<file path="config.mk">
export PLATFORM = sky130hd
export DESIGN_NAME = key_event_detector
export DESIGN_NICKNAME = d
export VERILOG_FILES = /design/src/rtl/ked_pkg.sv /design/src/rtl/ked_core.sv /design/src/rtl/key_event_detector.sv
export VERILOG_INCLUDE_DIRS = /design/src /design/src/rtl
export SDC_FILE = /design/constraint.sdc
export NUM_CORES = 1
export LEC_CHECK = 0
export BUFFER_PORTS_ARGS = -buffer_cell sky130_fd_sc_hd__buf_2
export CAP_MARGIN = 20
export CORE_AREA = 5 5 82 84
export CTS_CLUSTER_SIZE = 30
export DETAILED_ROUTE_END_ITERATION = 8
export DIE_AREA = 0 0 87 89
export PLACE_DENSITY = 0.89
export SETUP_SLACK_MARGIN = 0.15
export SYNTH_ARGS = -nofsm -noshare
export SYNTH_HDL_FRONTEND = slang
export SYNTH_HIERARCHICAL = 1
export SYNTH_SLANG_ARGS = --single-unit
</file>
<file path="constraint.sdc">
create_clock -name i_clk -period 3.8 [get_ports i_clk]
set_clock_uncertainty 0.1 [all_clocks]
set_input_delay 0.57 -clock i_clk [delete_from_list [all_inputs] [get_ports i_clk]]
set_output_delay 0.57 -clock i_clk [all_outputs]
set_load 0.005 [all_outputs]
</file>
<file path="src/rtl/key_event_detector_macros.svh">
// ----------------------------------------------------------------------------
// key_event_detector_macros.svh
// Assertion macros used by the key event detector core RTL.
// ----------------------------------------------------------------------------
`ifndef KEY_EVENT_DETECTOR_MACROS_SVH
`define KEY_EVENT_DETECTOR_MACROS_SVH

// Invariant checked on every clock edge outside reset.
`define KED_ASSERT(label, cond, msg) \
    label: assert property (@(posedge i_clk) disable iff (!i_rst_n) (cond)) \
        else $error(msg);

// Same-cycle implication.
`define KED_ASSERT_IMP(label, ante, cons, msg) \
    label: assert property (@(posedge i_clk) disable iff (!i_rst_n) \
        (ante) |-> (cons)) else $error(msg);

// Next-cycle implication.
`define KED_ASSERT_NXT(label, ante, cons, msg) \
    label: assert property (@(posedge i_clk) disable iff (!i_rst_n) \
        (ante) |=> (cons)) else $error(msg);

`endif

</file>
<file path="src/rtl/ked_pkg.sv">
// ----------------------------------------------------------------------------
// ked_pkg
// Types and constants of the key event detector.
// ----------------------------------------------------------------------------
`default_nettype none

package ked_pkg;

    localparam int KEY_BITS = 8;
    localparam logic [7:0] KEY_MASK = 8'((64'd1 << KEY_BITS) - 64'd1);

    localparam logic [7:0] HOLD_RESET = 8'd100;
    localparam logic [7:0] TICK_MAX   = 8'd255;

    localparam logic REQ_SCAN = 1'b0;
    localparam logic REQ_READ = 1'b1;

    typedef enum logic [1:0] {
        ST_START = 2'd0,
        ST_CHECK = 2'd1,
        ST_DOWN  = 2'd2,
        ST_PAUSE = 2'd3
    } t_state;

    typedef enum logic [1:0] {
        EV_NONE = 2'd0,
        EV_DOWN = 2'd1,
        EV_HOLD = 2'd2,
        EV_UP   = 2'd3
    } t_ev_code;

    typedef struct packed {
        logic       req_type;
        logic [7:0] key_sample;
    } t_req_item;

    typedef struct packed {
        logic       ev_valid;
        logic [7:0] ev_key;
        t_ev_code   ev_code;
        logic [7:0] press_edges;
    } t_res_item;

endpackage

`default_nettype wire

</file>
<file path="src/rtl/ked_core.sv">
// ----------------------------------------------------------------------------
// ked_core
// Key state machine, hold counter and one-slot event mailbox.
// ----------------------------------------------------------------------------
`default_nettype none
`include "key_event_detector_macros.svh"

module ked_core (
    input  wire logic             i_clk,
    input  wire logic             i_rst_n,
    input  wire logic             i_cfg_we,
    input  wire logic [7:0]       i_cfg_wdata,
    input  wire logic             i_step,
    input  wire ked_pkg::t_req_item i_item,
    output ked_pkg::t_res_item    o_result
);
    import ked_pkg::*;

    logic [7:0] r_hold_thr;
    logic [7:0] r_last_keys, n_last_keys;
    logic [7:0] r_older_keys, n_older_keys;
    t_state     r_state, n_state;
    logic [7:0] r_tick, n_tick;
    logic [7:0] r_mail_key, n_mail_key;
    t_ev_code   r_mail_code, n_mail_code;

    logic [7:0] sample;
    logic [7:0] edges;
    logic [7:0] tick_inc;

    always_ff @(posedge i_clk) begin
        if (!i_rst_n) begin
            r_hold_thr   <= HOLD_RESET;
            r_last_keys  <= '0;
            r_older_keys <= '0;
            r_state      <= ST_START;
            r_tick       <= '0;
            r_mail_key   <= '0;
            r_mail_code  <= EV_NONE;
        end else begin
            if (i_cfg_we) begin
                r_hold_thr <= i_cfg_wdata;
            end
            if (i_step) begin
                r_last_keys  <= n_last_keys;
                r_older_keys <= n_older_keys;
                r_state      <= n_state;
                r_tick       <= n_tick;
                r_mail_key   <= n_mail_key;
                r_mail_code  <= n_mail_code;
            end
        end
    end

    always_comb begin
        sample   = i_item.key_sample & KEY_MASK;
        edges    = sample & ~r_last_keys & KEY_MASK;
        tick_inc = (r_tick < TICK_MAX) ? (r_tick + 8'd1) : r_tick;

        n_last_keys  = r_last_keys;
        n_older_keys = r_older_keys;
        n_state      = r_state;
        n_tick       = r_tick;
        n_mail_key   = r_mail_key;
        n_mail_code  = r_mail_code;

        if (i_item.req_type == REQ_READ) begin
            // read and clear; scan state untouched
            n_mail_key  = '0;
            n_mail_code = EV_NONE;
            o_result.ev_valid    = (r_mail_code != EV_NONE);
            o_result.ev_key      = (r_mail_code != EV_NONE) ? r_mail_key : 8'd0;
            o_result.ev_code     = r_mail_code;
            o_result.press_edges = '0;
        end else begin
            n_last_keys  = sample;
            n_older_keys = sample;
            case (r_state)
                ST_START: begin
                    n_state = ST_CHECK;
                end
                ST_CHECK: begin
                    if (edges != 8'd0) begin
                        n_mail_key  = edges;
                        n_mail_code = EV_DOWN;
                        n_tick      = '0;
                        n_state     = ST_DOWN;
                    end
                end
                ST_DOWN: begin
                    if (sample == r_older_keys) begin
                        n_tick = tick_inc;
                        if (tick_inc > r_hold_thr) begin
                            n_mail_key  = sample;
                            n_mail_code = EV_HOLD;
                            n_state     = ST_PAUSE;
                        end
                    end else begin
                        n_mail_key  = r_older_keys;
                        n_mail_code = EV_UP;
                        n_state     = ST_PAUSE;
                    end
                end
                default: begin
                    n_state = ST_CHECK;
                end
            endcase
            o_result.ev_valid    = (n_mail_code != EV_NONE);
            o_result.ev_key      = n_mail_key;
            o_result.ev_code     = n_mail_code;
            o_result.press_edges = edges;
        end
    end

    `KED_ASSERT_IMP(a_mail_empty_key_zero, r_mail_code == EV_NONE, r_mail_key == 8'd0, "mailbox empty with nonzero key")
    `KED_ASSERT(a_older_tracks_last, r_older_keys == r_last_keys, "older_keys diverged from last_keys")
    `KED_ASSERT_NXT(a_down_entry_clears_tick, i_step && (i_item.req_type == REQ_SCAN) && (r_state == ST_CHECK) && (edges != 8'd0), (r_state == ST_DOWN) && (r_tick == 8'd0), "down entry without tick clear")

endmodule

`default_nettype wire

</file>
<file path="src/rtl/key_event_detector.sv">
// ----------------------------------------------------------------------------
// key_event_detector
// Key press / hold / release detector with a one-slot event mailbox.
// ----------------------------------------------------------------------------
// Usage:
//   Input channel (i_valid / o_ready, i_item): each item is either a scan
//   tick carrying a raw key bitmap or a read that returns and clears the
//   mailbox. Output channel (o_valid / i_ready, o_result): exactly one
//   result item per input item, in order.
//   Config: i_cfg_we writes hold_threshold from i_cfg_wdata;
//   write only while no item is in flight.
//   Path: an accepted item waits in the input register; when the output
//   is free, its result is registered in the result register for o_result.
//   Throughput: one item per cycle unless i_ready stalls; the input register
//   feeds a single pass of the state machine logic into the result register.
//   Stall: while i_ready is low the result register holds; the input
//   register still takes one more item, then o_ready drops until the
//   result drains.
//   Reset: synchronous active low; clears both stage valid bits, the state
//   machine, key history, hold counter, mailbox; loads hold_threshold = 100.
// ----------------------------------------------------------------------------
`default_nettype none

module key_event_detector (
    input  wire logic               i_clk,
    input  wire logic               i_rst_n,
    input  wire logic               i_cfg_we,
    input  wire logic [7:0]         i_cfg_wdata,
    input  wire logic               i_valid,
    output logic                    o_ready,
    input  wire ked_pkg::t_req_item i_item,
    output logic                    o_valid,
    input  wire logic               i_ready,
    output ked_pkg::t_res_item      o_result
);
    import ked_pkg::*;

    logic      r_in_valid;
    t_req_item r_in_item;
    logic      r_out_valid;
    t_res_item r_out_item;

    logic      out_free;
    logic      step;
    t_res_item core_result;

    assign out_free = !r_out_valid || i_ready;
    assign o_ready  = !r_in_valid || out_free;
    assign step     = r_in_valid && out_free;

    always_ff @(posedge i_clk) begin
        if (!i_rst_n) begin
            r_in_valid  <= 1'b0;
            r_out_valid <= 1'b0;
        end else begin
            if (o_ready) begin
                r_in_valid <= i_valid;
            end
            if (out_free) begin
                r_out_valid <= r_in_valid;
            end
        end
    end

    // payload stages, no reset
    always_ff @(posedge i_clk) begin
        if (o_ready && i_valid) begin
            r_in_item <= i_item;
        end
        if (step) begin
            r_out_item <= core_result;
        end
    end

    ked_core u_core (
        .i_clk       (i_clk),
        .i_rst_n     (i_rst_n),
        .i_cfg_we    (i_cfg_we),
        .i_cfg_wdata (i_cfg_wdata),
        .i_step      (step),
        .i_item      (r_in_item),
        .o_result    (core_result)
    );

    assign o_valid  = r_out_valid;
    assign o_result = r_out_item;

endmodule

`default_nettype wire
</file>
Word level (Yosys, flattened, before mapping)
Cells that the tools add are included.
- $add $sub $neg: 1
- reduce and logical (&&, ||, !) cells: 13
- divide/modulo/power cells: 0
- shifts and indexed selects: 0
- multiply operators: 0
- bitwise operators: 3
- muxes and demuxes: 21
- equal/unequal tests: 6
- order comparisons: 2
- operators with widths (cell ; number):
    $mux 8 ; 8
    $pmux 8 s2 ; 2
    $mux 19 ; 1
    $mux 2 ; 8
    $add 8x1->8 const B ; 1
    $and 8x8->8 ; 1
    $eq 8x8->1 ; 1
    $gt 8x8->1 ; 1
    $lt 8x8->1 const B ; 1
    $not 8->8 ; 1
    $pmux 2 s2 ; 2
    $reduce_bool 8->1 ; 1
    $reduce_bool 2->1 ; 3
    $reduce_and 5->1 ; 1
    $ne 2x1->1 const B ; 2
    $reduce_and 4->1 ; 1
    $ne 3x3->1 const B ; 1
    $eq 2x1->1 const B ; 1
    $eq 2x2->1 const B ; 1
    $logic_and 1x1->1 ; 2
    $logic_not 1->1 ; 2
    $logic_or 1x1->1 ; 2
    $reduce_and 2->1 ; 1
    $not 1->1 ; 1
- bits of input ports: 22
- word-level logic and storage cells: 60
- bits in read-only memories: 0
- latch bits: 0
- memory bits (writable): 0
- memories kept: 0
- output and inout port bits: 21
- register bits after elaboration: 66

Depth between registers and ports, before layout
Gate-level depths: netlist (run 1).
- depth in word-level cells: 9
- mapped depth: 13
- depth with buffers taken out: 12

By module
Netlist (run 1), hierarchy kept.
- by module, submodules not included (module ; sequential area each (µm²) ; times used ; area each (µm²) ; cells each):
    ked_core ; 720.7 ; 1 ; 2394.8 ; 297
    key_event_detector ; 880.8 ; 1 ; 944.7 ; 37

Worst setup path after synthesis (run 1)
No wires, ideal clock.
- path kind: register to register
- start point: register u_core.r_tick[0]
- end point: register r_out_item (netlist bit o_result[10]) (data pin)
- required time: 3445 ps
- setup slack: 655 ps
- period minus slack after synthesis: 3145 ps
- setup time: 255 ps
- data arrival time: 2790 ps
- path buffers: 1
- cell stages (with the launch flop): 13
- cells stage by stage: dfxtp_1 ha_1 and2_1 clkbuf_1 nand3_1 mux2_2 ha_1 nor2b_1 o211ai_1 a211o_1 a31oi_2 mux2i_4 a21bo_2
- RTL lines (element ; RTL line ; RTL):
    start, declared ; ked_core.sv:23 ; logic [7:0] r_tick, n_tick;
    start signal, assigned ; ked_core.sv:48 ; r_tick <= n_tick;
    end signal, assigned ; key_event_detector.sv:71 ; r_out_item <= core_result;
    end, declared ; key_event_detector.sv:41 ; t_res_item r_out_item;

==> results of run 1 <==
where the power goes:
group          total (W)  switching (W)  leakage, nW  internal, W
registers       0.000793      0.0000215        0.581     0.000772
logic           0.000153      0.0000872        0.804    0.0000662
clock network   0.000622       0.000257        0.104     0.000365
cell usage in the layout, fill, tap and decap left out, types with 8 or more instances in the layout:
master and count:
a221oi_1 8, inv_1 29, clkbuf_8 9, buf_2 42, a31oi_1 10, ha_1 20, nor2_1 24, edfxtp_1 28
a21oi_1 29, dfxtp_1 38, nor2b_1 18, nand2_1 26
worst max-delay path: stages, from the launching register on:
cell,delay (ns)
dfxtp_1,0.40
ha_1,0.19
and2_1,0.23
nand3_1,0.28
mux2_2,0.38
ha_1,0.29
nor2b_1,0.16
o211ai_1,0.09
a211o_1,0.35
a31oi_2,0.31
mux2i_4,0.16
a21bo_2,0.27
flip-flops by register name, indices dropped and copies added, names as in the netlist:
name / count
o_result: 19
o_valid: 1
r_in_item: 9
r_in_valid: 1
u_core/r_hold_thr: 8
u_core/r_mail_code: 2
u_core/r_mail_key: 8
u_core/r_older_keys: 8
u_core/r_state: 2
u_core/r_tick: 8
final cells by class:
class                   count  share of cell area (%)
flip-flops and latches     66                    42.1
multi-input cells         223                    41.3
repair buffers             43                    5.73
clock buffers              10                    3.36
inverters                  29                    2.86
well taps                  75                    2.47
clock inverters             6                    2.14
stage by stage:
step	hold WS (ns)	util [%]	area, um^2
detailed placement	0.370	61.4	3590
global placement	0.359	61.4	3590
floorplan	0.349	-	3340
global route	0.276	65.0	3800
finish	0.297	65.0	3800
CTS	0.285	65.0	3800
cell families (layout without fill, tap and decap cells):
kind of cell,count (synthesis),after routing,synth area share (%)
xor+xnor,4,4,1.05
compound gates,93,93,20.0
simple gates,99,99,15.9
buf+inv,45,88,5.06
fa+ha+maj,20,20,7.49
flops,66,66,48.0
mux,7,7,2.51
routing by layer:
layer  track usage (%)  wire length (um)  up-vias
li1                  -                 -     1295
met1              25.2              3120     1275
met2              30.4              3180      105
met3              5.16               533       12
met4              8.50               136        0
met5                 0                 0        -
worst max-delay path by stage:
stage	end	slack, ns
after global placement	o_result[13]	0.59
after floorplan	o_result[10]	0.65
final	o_result[14]	0.34
after CTS	o_result[14]	0.40
after global routing	o_result[14]	0.15
after detailed placement	o_result[14]	0.44
==> results.ini, run 1 <==
[logic_synthesis]
synth_cell_types = 48
ys_async_sr_fraction_pct = 0
synth.top_cell.area_share_pct = 25.2
synth_edf_count = 28
synth_common_cells = dfxtp_1 (38), a21oi_1 (29), inv_1 (29)
syn_area_per_cell_um2 = 10.0
synth_seq_cells = 66
yosysWarnings = 6
yosysMostFrequentCell = dfxtp_1
synth_seq_area_share_pct = 48.0
yosys.area.top_type = edfxtp_1
syn_area_um2 = 3340
synth-main-ff-cell = dfxtp_1
synth_nets = 376
synthCells = 334
synth.area.top_cells = edfxtp_1 (25%), dfxtp_1 (23%), ha_1 (7.5%)

[detailed_routing]
first_iter_violations = 328
routed_wl_um = 6970
ant_nets = 0
post-route-drc-count = 0
drt-pass1-iter-count = 5
vias = 2687
avgViaCountPerCell = 5.94
wl_per_cell_um = 15.4

[run]
maxCapViolations = 0

[floorplanning]
die_h_um = 89
die_area_um2 = 7740
core_area_um2 = 5850
start_util_pct = 57.1
ioPinCount = 43
rows = 28
die_x_um = 87

[sta]
slew_viol_final = 0
worst_slack_ns = 0.336
rsz0062_at_grt = false
setup_tns_ns = 0
finalCriticalPeriod_ns = 3.46
worstMarginPinSlew_ns = 1.01
post-route-period-util_pct = 91.2
fmax_ghz = 0.289
finalSetupViolCount = 0
hold_violations = 0
relSlewSlack_pct = 32.9

[hold_path]
hp-class = in -> reg
hold_depth = 1
hp-start = i_item[7]
whs_endpoint = r_in_item[7]

[critical_path]
r2r_start = u_core/r_tick[0]
rrSetupSlack_ns = 0.34
reg2regPathDepth = 11
r2r-end = o_result[14]
worstPathArrival_ns = 3.47
worstSetupEndpointType = flip-flop
setup.worst_path.start_class = flip-flop
cp_max_fo = 8
worstSetupPathType = reg -> reg
worstPathRequired_ns = 3.81
cp-startpoint = u_core/r_tick[0]

[final_layout]
drive_above_1_share_pct = 20.4
instances_no_fill = 452
diodes = 0
seqCellArea_um2 = 1600
fillers = 440
syn_to_final_growth_pct = 13.9
multi_input_area_um2 = 1570
fin_nets = 414

[cts]
postCtsResizedCells = 0
worstSkewPairLatency_ns = 0.35
cts_made_buffers = 9
clk_pin_slew_worst_paths_ns = 0.07
clock_sinks = 66
clockRootBuffer = clkbuf_8
postCtsHoldBufs = 0
post_cts_buffers = 0
cts_tree = yes
cts.htree.levels = 3
cts_max_path_buffers = 2

[global_route]
grt_max_degree = 33
grt_use_total_pct = 19.4
antenna_found_initial = 0
grt_pass1_vias = 2538
grt_pass1_wl_um = 11600
gr-total-overflow = 0

[status]
status = completed

[pwr]
totalPowerFinal_w = 0.00157
power.leakage_nw = 1.49
power.density_nw_per_um2 = 413
peakVddDrop_v = 0.000293

[placed_design]
numPortBuffers = 42
dp_cells = 436
gp_congestion = 0.872
dp_hpwl_um = 4960
pre_cts_slack_ns = 0.435

(Power assumes the default switching activity.)
==> run 2: changes to the inputs <==
--- a/config.mk
+++ b/config.mk
@@ -6,13 +6,14 @@
 export SDC_FILE = /design/constraint.sdc
 export NUM_CORES = 1
 export LEC_CHECK = 0
+export ABC_AREA = 1
 export BUFFER_PORTS_ARGS = -buffer_cell sky130_fd_sc_hd__buf_2
 export CAP_MARGIN = 20
-export CORE_AREA = 5 5 82 84
+export CORE_AREA = 5 5 85 87
 export CTS_CLUSTER_SIZE = 30
 export DETAILED_ROUTE_END_ITERATION = 8
-export DIE_AREA = 0 0 87 89
-export PLACE_DENSITY = 0.89
+export DIE_AREA = 0 0 90 92
+export PLACE_DENSITY = 0.87
 export SETUP_SLACK_MARGIN = 0.15
 export SYNTH_ARGS = -nofsm -noshare
 export SYNTH_HDL_FRONTEND = slang
==> run 2 against run 1 <==
Net effect:
- non-clock buffer count stayed put
- flip-flop and latch count stayed put
- register-to-register slack better by 0.39 ns
- count of clock-buffer cells in the layout is 1 lower
- cell area is 5.4% higher
- sequential share of layout area is 2.1 points lower
- wire length is 2.8% higher
- critical path depth is 8 higher
- first-iteration DRC count is 34% lower
- sequential power is 1% higher
- cell count is 23% higher
- critical endpoint is now o_result[18]
==> results.ini, run 2 <==
[logic_synthesis]
synth-main-ff-cell = dfxtp_1  ; unchanged
syn_area_per_cell_um2 = 8.25  ; was 10.0 um^2
synth_seq_area_share_pct = 45.1  ; was 48.0%
yosys.area.top_type = edfxtp_1  ; unchanged
synth_nets = 472  ; was 376
synth.area.top_cells = edfxtp_1 (24%), dfxtp_1 (21%), nand2_1 (10%)  ; was edfxtp_1 (25%), dfxtp_1 (23%), ha_1 (7.5%)
synthCells = 430  ; was 334
synth.top_cell.area_share_pct = 23.7  ; was 25.2%
yosysMostFrequentCell = nand2_1  ; was dfxtp_1
yosysWarnings = 6  ; unchanged
synth_seq_cells = 66  ; unchanged
syn_area_um2 = 3550  ; was 3340 um^2
synth_common_cells = nand2_1 (95), inv_1 (61), dfxtp_1 (38)  ; was dfxtp_1 (38), a21oi_1 (29), inv_1 (29)
synth_cell_types = 31  ; was 48
ys_async_sr_fraction_pct = 0  ; unchanged
synth_edf_count = 28  ; unchanged

[final_layout]
largest_reg_flops = 19  ; unchanged
fin_nets = 516  ; was 414
final_common_cell = nand2_1  ; was buf_2
seqCellArea_um2 = 1600  ; unchanged
drive_above_1_share_pct = 21.7  ; was 20.4%
final_cell_mix = nand2_1 (95), inv_1 (61), buf_2 (42), dfxtp_1 (38), o21ai_0 (37)  ; was buf_2 (42), dfxtp_1 (38), inv_1 (29), a21oi_1 (29), edfxtp_1 (28)
multi_input_area_um2 = 1650  ; was 1570 um^2
fillers = 505  ; was 440
diodes = 0  ; unchanged
syn_to_final_growth_pct = 12.9  ; was 13.9%

[detailed_routing]
first_iter_violations = 215  ; was 328
avgViaCountPerCell = 5.21  ; was 5.94
wl_per_cell_um = 12.9  ; was 15.4 um
routed_wl_um = 7170  ; was 6970 um
drt-pass1-iter-count = 4  ; was 5
post-route-drc-count = 0  ; unchanged
ant_nets = 0  ; unchanged
vias = 2894  ; was 2687

[floorplanning]
die_h_um = 92  ; was 89 um
start_util_pct = 56.5  ; was 57.1%
core_area_um2 = 6280  ; was 5850 um^2
ioPinCount = 43  ; unchanged
rows = 29  ; was 28
die_x_um = 90  ; was 87 um
die_area_um2 = 8280  ; was 7740 um^2

[pwr]
power.density_nw_per_um2 = 387  ; was 413 nW/um^2
peakVddDrop_v = 0.000300  ; was 0.000293 V
power.leakage_nw = 1.79  ; was 1.49 nW

[global_route]
grt_pass1_wl_um = 12200  ; was 11600 um
grt_pass1_vias = 2781  ; was 2538
antenna_found_initial = 0  ; unchanged
gr-total-overflow = 0  ; unchanged
grt_use_total_pct = 18.1  ; was 19.4%
grt_max_degree = 40  ; was 33

[sta]
relSlewSlack_pct = 50.9  ; was 32.9%
worstMarginPinSlew_ns = 0.729  ; was 1.01 ns
hold_violations = 0  ; unchanged
slew_viol_final = 0  ; unchanged
post-route-period-util_pct = 80.8  ; was 91.2%
setup_tns_ns = 0  ; unchanged
rsz0062_at_grt = false  ; unchanged
finalSetupViolCount = 0  ; unchanged
fmax_ghz = 0.326  ; was 0.289 GHz
whs_ns = 0.294  ; was 0.297 ns
finalCriticalPeriod_ns = 3.07  ; was 3.46 ns

[critical_path]
r2r-end = o_result[18]  ; was o_result[14]
rrSetupSlack_ns = 0.73  ; was 0.34 ns
r2r_start = u_core/r_tick[0]  ; unchanged
cp_cell_sequence = ha_1 -> nand2_1 -> inv_1 -> nand3_1 -> nor2_2 -> nand2_2 -> nand2_1 -> nand2_1 -> ha_1 -> nand2_1 -> nand2_1 -> nand2_1 -> nand2_1 -> nand2_2 -> nand2_4 -> nand2_4 -> nand3_1 -> o21ai_1 -> nand4_1  ; was ha_1 -> and2_1 -> nand3_1 -> mux2_2 -> ha_1 -> nor2b_1 -> o211ai_1 -> a211o_1 -> a31oi_2 -> mux2i_4 -> a21bo_2
path_common_cell = nand2_1  ; was ha_1
path_buf_inv = 1  ; was 0
crit_path_end = o_result[18]  ; was o_result[14]
cp.depth = 19  ; was 11
worstSetupEndpointType = flip-flop  ; unchanged
worstPathRequired_ns = 3.79  ; was 3.81 ns
setup.worst_path.start_class = flip-flop  ; unchanged
cp_max_fo = 11  ; was 8
cp-startpoint = u_core/r_tick[0]  ; unchanged
worstPathArrival_ns = 3.06  ; was 3.47 ns
reg2regPathDepth = 19  ; was 11
worstSetupPathType = reg -> reg  ; unchanged
cp_slowest_stage_delay_ns = 0.40  ; about the same
slowest_stage = dfxtp_1  ; unchanged
cp_top_family = simple AND/OR/NAND/NOR gates  ; was compound AO/OA/AOI/OAI gates

[placed_design]
numPortBuffers = 42  ; unchanged
dp_hpwl_um = 5310  ; was 4960 um
gp_congestion = 0.852  ; was 0.872

[status]
status = completed  ; unchanged

[cts]
worstSkewPairLatency_ns = 0.35  ; about the same
cts_tree = yes  ; unchanged
post_cts_buffers = 0  ; unchanged
cts_max_path_buffers = 2  ; unchanged
cts_made_buffers = 9  ; unchanged
clk_pin_slew_worst_paths_ns = 0.07  ; about the same
postCtsHoldBufs = 0  ; unchanged
cts.htree.levels = 3  ; unchanged
postCtsResizedCells = 0  ; unchanged
clockRootBuffer = clkbuf_8  ; unchanged
clock_sinks = 66  ; unchanged

[hold_path]
hold_depth = 1  ; unchanged
hp-class = in -> reg  ; unchanged

[run]
maxCapViolations = 0  ; unchanged

==> run 2: kinds of logic after synthesis <==
group | share of synthesized area (%)
AOI/OAI and AO/OA | 14.5
adders and majority gates | 7.05
xor gates and xnor gates | 0.987
buffers and inverters | 8.71
and+or+nand+nor | 23.7
DFF | 45.1
==> run 2: how the worst min path moves through the flow <==
stage	from	end	slack, ns
floorplan	u_core/r_hold_thr[1]	u_core/r_hold_thr[1]	0.34
global placement	u_core/r_hold_thr[7]	u_core/r_hold_thr[7]	0.36
detailed placement	u_core/r_hold_thr[7]	u_core/r_hold_thr[7]	0.37
CTS	i_item[5]	r_in_item[5]	0.27
global route	i_item[6]	r_in_item[6]	0.27
finish	i_item[5]	r_in_item[5]	0.29
==> run 2: area by class of cell <==
cell class                      instances  area share (%)
Sequential cell                        66            40.0
Clock inverter                          7            1.75
Clock buffer                            9            3.09
Multi-Input combinational cell        288            41.2
Tap cell                               77            2.40
Timing Repair Buffer                   43            5.43
Inverter                               66            6.18
==> run 2: report_power, final <==
part | switching [W] | total (W) | internal [W]
Sequential | 0.0000220 | 0.000802 | 0.000780
Combinational | 0.000117 | 0.000181 | 0.0000636
Clock | 0.000267 | 0.000568 | 0.000301
==> run 2: routing by layer <==
layer | global-route usage [%] | routed length (um) | vias up
met2 | 28.5 | 3420 | 76
met4 | 10.7 | 189 | 0
li1 | - | - | 1493
met5 | 0 | 0 | -
met3 | 3.76 | 371 | 17
met1 | 23.1 | 3180 | 1308
==> run 2: worst reg2reg max path: stages, from the launching register on <==
cell,delay (ns)
dfxtp_1,0.40
ha_1,0.23
nand2_1,0.07
inv_1,0.09
nand3_1,0.10
nor2_2,0.14
nand2_2,0.13
nand2_1,0.09
nand2_1,0.07
ha_1,0.32
nand2_1,0.09
nand2_1,0.06
nand2_1,0.06
nand2_1,0.06
nand2_2,0.08
nand2_4,0.09
nand2_4,0.18
nand3_1,0.10
o21ai_1,0.24
nand4_1,0.12
==> run 2: per-stage QoR <==
| step | cells | util (%) | power, W | area [um^2] | setup WS (ns) |
|---|---|---|---|---|---|
| 6_report | 556 | 63.8 | 0.00155 | 4010 | 0.731 |
| 2_1_floorplan | 430 | - | 0.000940 | 3550 | 0.947 |
| 3_5_place_dp | 540 | 60.7 | 0.000996 | 3810 | 0.758 |
| 4_1_cts | 556 | 63.8 | 0.00157 | 4010 | 0.756 |
| 3_3_place_gp | 540 | 60.7 | 0.000986 | 3810 | 0.996 |
| 5_1_grt | 556 | 63.8 | 0.00163 | 4010 | 0.583 |
==> run 3: changes to the inputs <==
==> constraint.sdc (replaced) <==
create_clock -name i_clk -period 3.06 [get_ports i_clk]
set_clock_uncertainty 0.1 [all_clocks]
set_input_delay 0.459 -clock i_clk [delete_from_list [all_inputs] [get_ports i_clk]]
set_output_delay 0.459 -clock i_clk [all_outputs]
set_load 0.005 [all_outputs]
==> run 3 against run 2 <==
Net effect:
- register-to-register slack got worse by 0.43 ns
- flip-flop and latch count did not move
- critical path type unchanged
- sequential share of layout area fell by 1.1 points
- first-iteration DRC count fell by 3.7%
- die area did not move
- largest cell class unchanged
- maximum frequency rose by 11%
==> results.ini, run 3 (synthesis results as in run 2) <==
[sta]
fmax_ghz = 0.363  ; was 0.326 GHz
finalSetupViolCount = 0  ; unchanged
relSlewSlack_pct = 47.3  ; was 50.9%
worstMarginPinSlew_ns = 0.782  ; was 0.729 ns
rsz0062_at_grt = false  ; unchanged
post-route-period-util_pct = 90.1  ; was 80.8%
setup_tns_ns = 0  ; unchanged
hold_violations = 0  ; unchanged
slew_viol_final = 0  ; unchanged
finalCriticalPeriod_ns = 2.76  ; was 3.07 ns

[global_route]
gr-total-overflow = 0  ; unchanged
grt_pass1_vias = 2727  ; was 2781
grt_max_degree = 40  ; unchanged
grt_use_total_pct = 17.7  ; was 18.1%
antenna_found_initial = 0  ; unchanged
grt_pass1_wl_um = 12200  ; about the same

[placed_design]
numPortBuffers = 42  ; unchanged
dp_hpwl_um = 5080  ; was 5310 um
gp_congestion = 0.879  ; was 0.852
dp_cells = 540  ; unchanged

[cts]
worstSkewPairLatency_ns = 0.34  ; was 0.35 ns
postCtsHoldBufs = 0  ; unchanged
cts_made_buffers = 9  ; unchanged
clk_pin_slew_worst_paths_ns = 0.07  ; about the same
clockRootBuffer = clkbuf_8  ; unchanged
cts_max_path_buffers = 2  ; unchanged
cts_tree = yes  ; unchanged
clock_sinks = 66  ; unchanged
cts.htree.levels = 3  ; unchanged

[final_layout]
largest_reg_flops = 19  ; unchanged
final_common_cell = nand2_1  ; unchanged
drive_above_1_share_pct = 25.9  ; was 21.7%
fillers = 479  ; was 505
instances_no_fill = 560  ; was 556
diodes = 0  ; unchanged
fin_nets = 520  ; was 516
syn_to_final_growth_pct = 16.8  ; was 12.9%
final_util_pct = 66.0  ; was 63.8%
final_cell_mix = nand2_1 (91), inv_1 (60), buf_2 (42), o21ai_0 (36), dfxtp_1 (35)  ; was nand2_1 (95), inv_1 (61), buf_2 (42), dfxtp_1 (38), o21ai_0 (37)

[status]
status = completed  ; unchanged

[pwr]
power.leakage_nw = 1.83  ; was 1.79 nW
totalPowerFinal_w = 0.00182  ; was 0.00155 W
power.density_nw_per_um2 = 438  ; was 387 nW/um^2
peakVddDrop_v = 0.000317  ; was 0.000300 V

[detailed_routing]
routed_wl_um = 7550  ; was 7170 um
post-route-drc-count = 0  ; unchanged
first_iter_violations = 207  ; was 215
drt-pass1-iter-count = 6  ; was 4
ant_nets = 0  ; unchanged
avgViaCountPerCell = 5.34  ; was 5.21
vias = 2989  ; was 2894
wl_per_cell_um = 13.5  ; was 12.9 um

[floorplanning]
die_h_um = 92  ; unchanged
ioPinCount = 43  ; unchanged
rows = 29  ; unchanged
core_area_um2 = 6280  ; unchanged
start_util_pct = 56.5  ; unchanged
die_area_um2 = 8280  ; unchanged
die_x_um = 90  ; unchanged

[critical_path]
worstSetupEndpointType = flip-flop  ; unchanged
worstPathArrival_ns = 2.74  ; was 3.06 ns
worstPathRequired_ns = 3.04  ; was 3.79 ns
worstSetupPathType = reg -> reg  ; unchanged
cp_max_fo = 10  ; was 11
setup.worst_path.start_class = flip-flop  ; unchanged

[run]
maxCapViolations = 0  ; unchanged

[hold_path]
hp-class = in -> reg  ; unchanged

## run 3: metrics by stage
| stage | worst slack [ns] | hold slack (ns) | cell area, um^2 |
|---|---|---|---|
| after floorplan | 0.318 | 0.340 | 3550 |
| after global placement | 0.256 | 0.356 | 3810 |
| after detailed placement | 0.0273 | 0.365 | 3810 |
| after CTS | 0.155 | 0.170 | 4010 |
| after global routing | 0.0927 | 0.162 | 4140 |
| final | 0.303 | 0.185 | 4140 |
## run 3: metal layers
layer | vias up | wire, um | track usage (%)
met3 | 25 | 621 | 4.83
met5 | - | 0 | 0
met4 | 0 | 222 | 8.68
li1 | 1505 | - | -
met2 | 137 | 3490 | 27.7
met1 | 1322 | 3220 | 22.7
## run 3: worst paths after layout
path	depth (start not counted)	start	slack [ns]	endpoint
max	20	u_core/r_tick[0]	0.30	o_result[18]
min	1	i_item[6]	0.18	r_in_item[6]
max reg2reg	20	u_core/r_tick[0]	0.30	o_result[18]
min reg2reg	2	u_core/r_hold_thr[3]	0.37	u_core/r_hold_thr[3]
## run 3: final cells by class
cell class                      count  area, um^2  share of cell area (%)
Inverter                           66         248                    5.98
Clock buffer                       12         135                    3.26
Clock inverter                      4        20.0                   0.483
Timing Repair Buffer               46         240                    5.80
Sequential cell                    66        1610                    38.9
Multi-Input combinational cell    289        1790                    43.3
Tap cell                           77        96.3                    2.32
## run 3: report_power, final
group	leakage [nW]	internal, W	switching [W]	total [W]
sequential	0.584	0.000968	0.0000270	0.000995
combinational	1.16	0.0000813	0.000149	0.000230
clock	0.0839	0.000288	0.000303	0.000591
## run 3: timing repair
item                       in CTS  in global routing
cloned                          0                  1
resized for setup               8                 23
buffers inserted                2                  1
setup endpoints to repair      10                 23
pin swaps                       1                  5
## run 3: critical path: stages, from the launching register on
cell,delay (ns)
dfxtp_4,0.36
ha_4,0.14
nand2_1,0.06
inv_2,0.08
nand3_2,0.10
nor2_4,0.15
nand2_4,0.14
nand2_2,0.11
nand2_2,0.07
ha_4,0.29
nand2_1,0.06
nand2_1,0.05
nand2_1,0.05
nand2_1,0.07
nand2_2,0.09
nand2_8,0.12
nand2_4,0.10
nand3_1,0.10
nand2_1,0.08
nand2_2,0.10
nand4_1,0.09
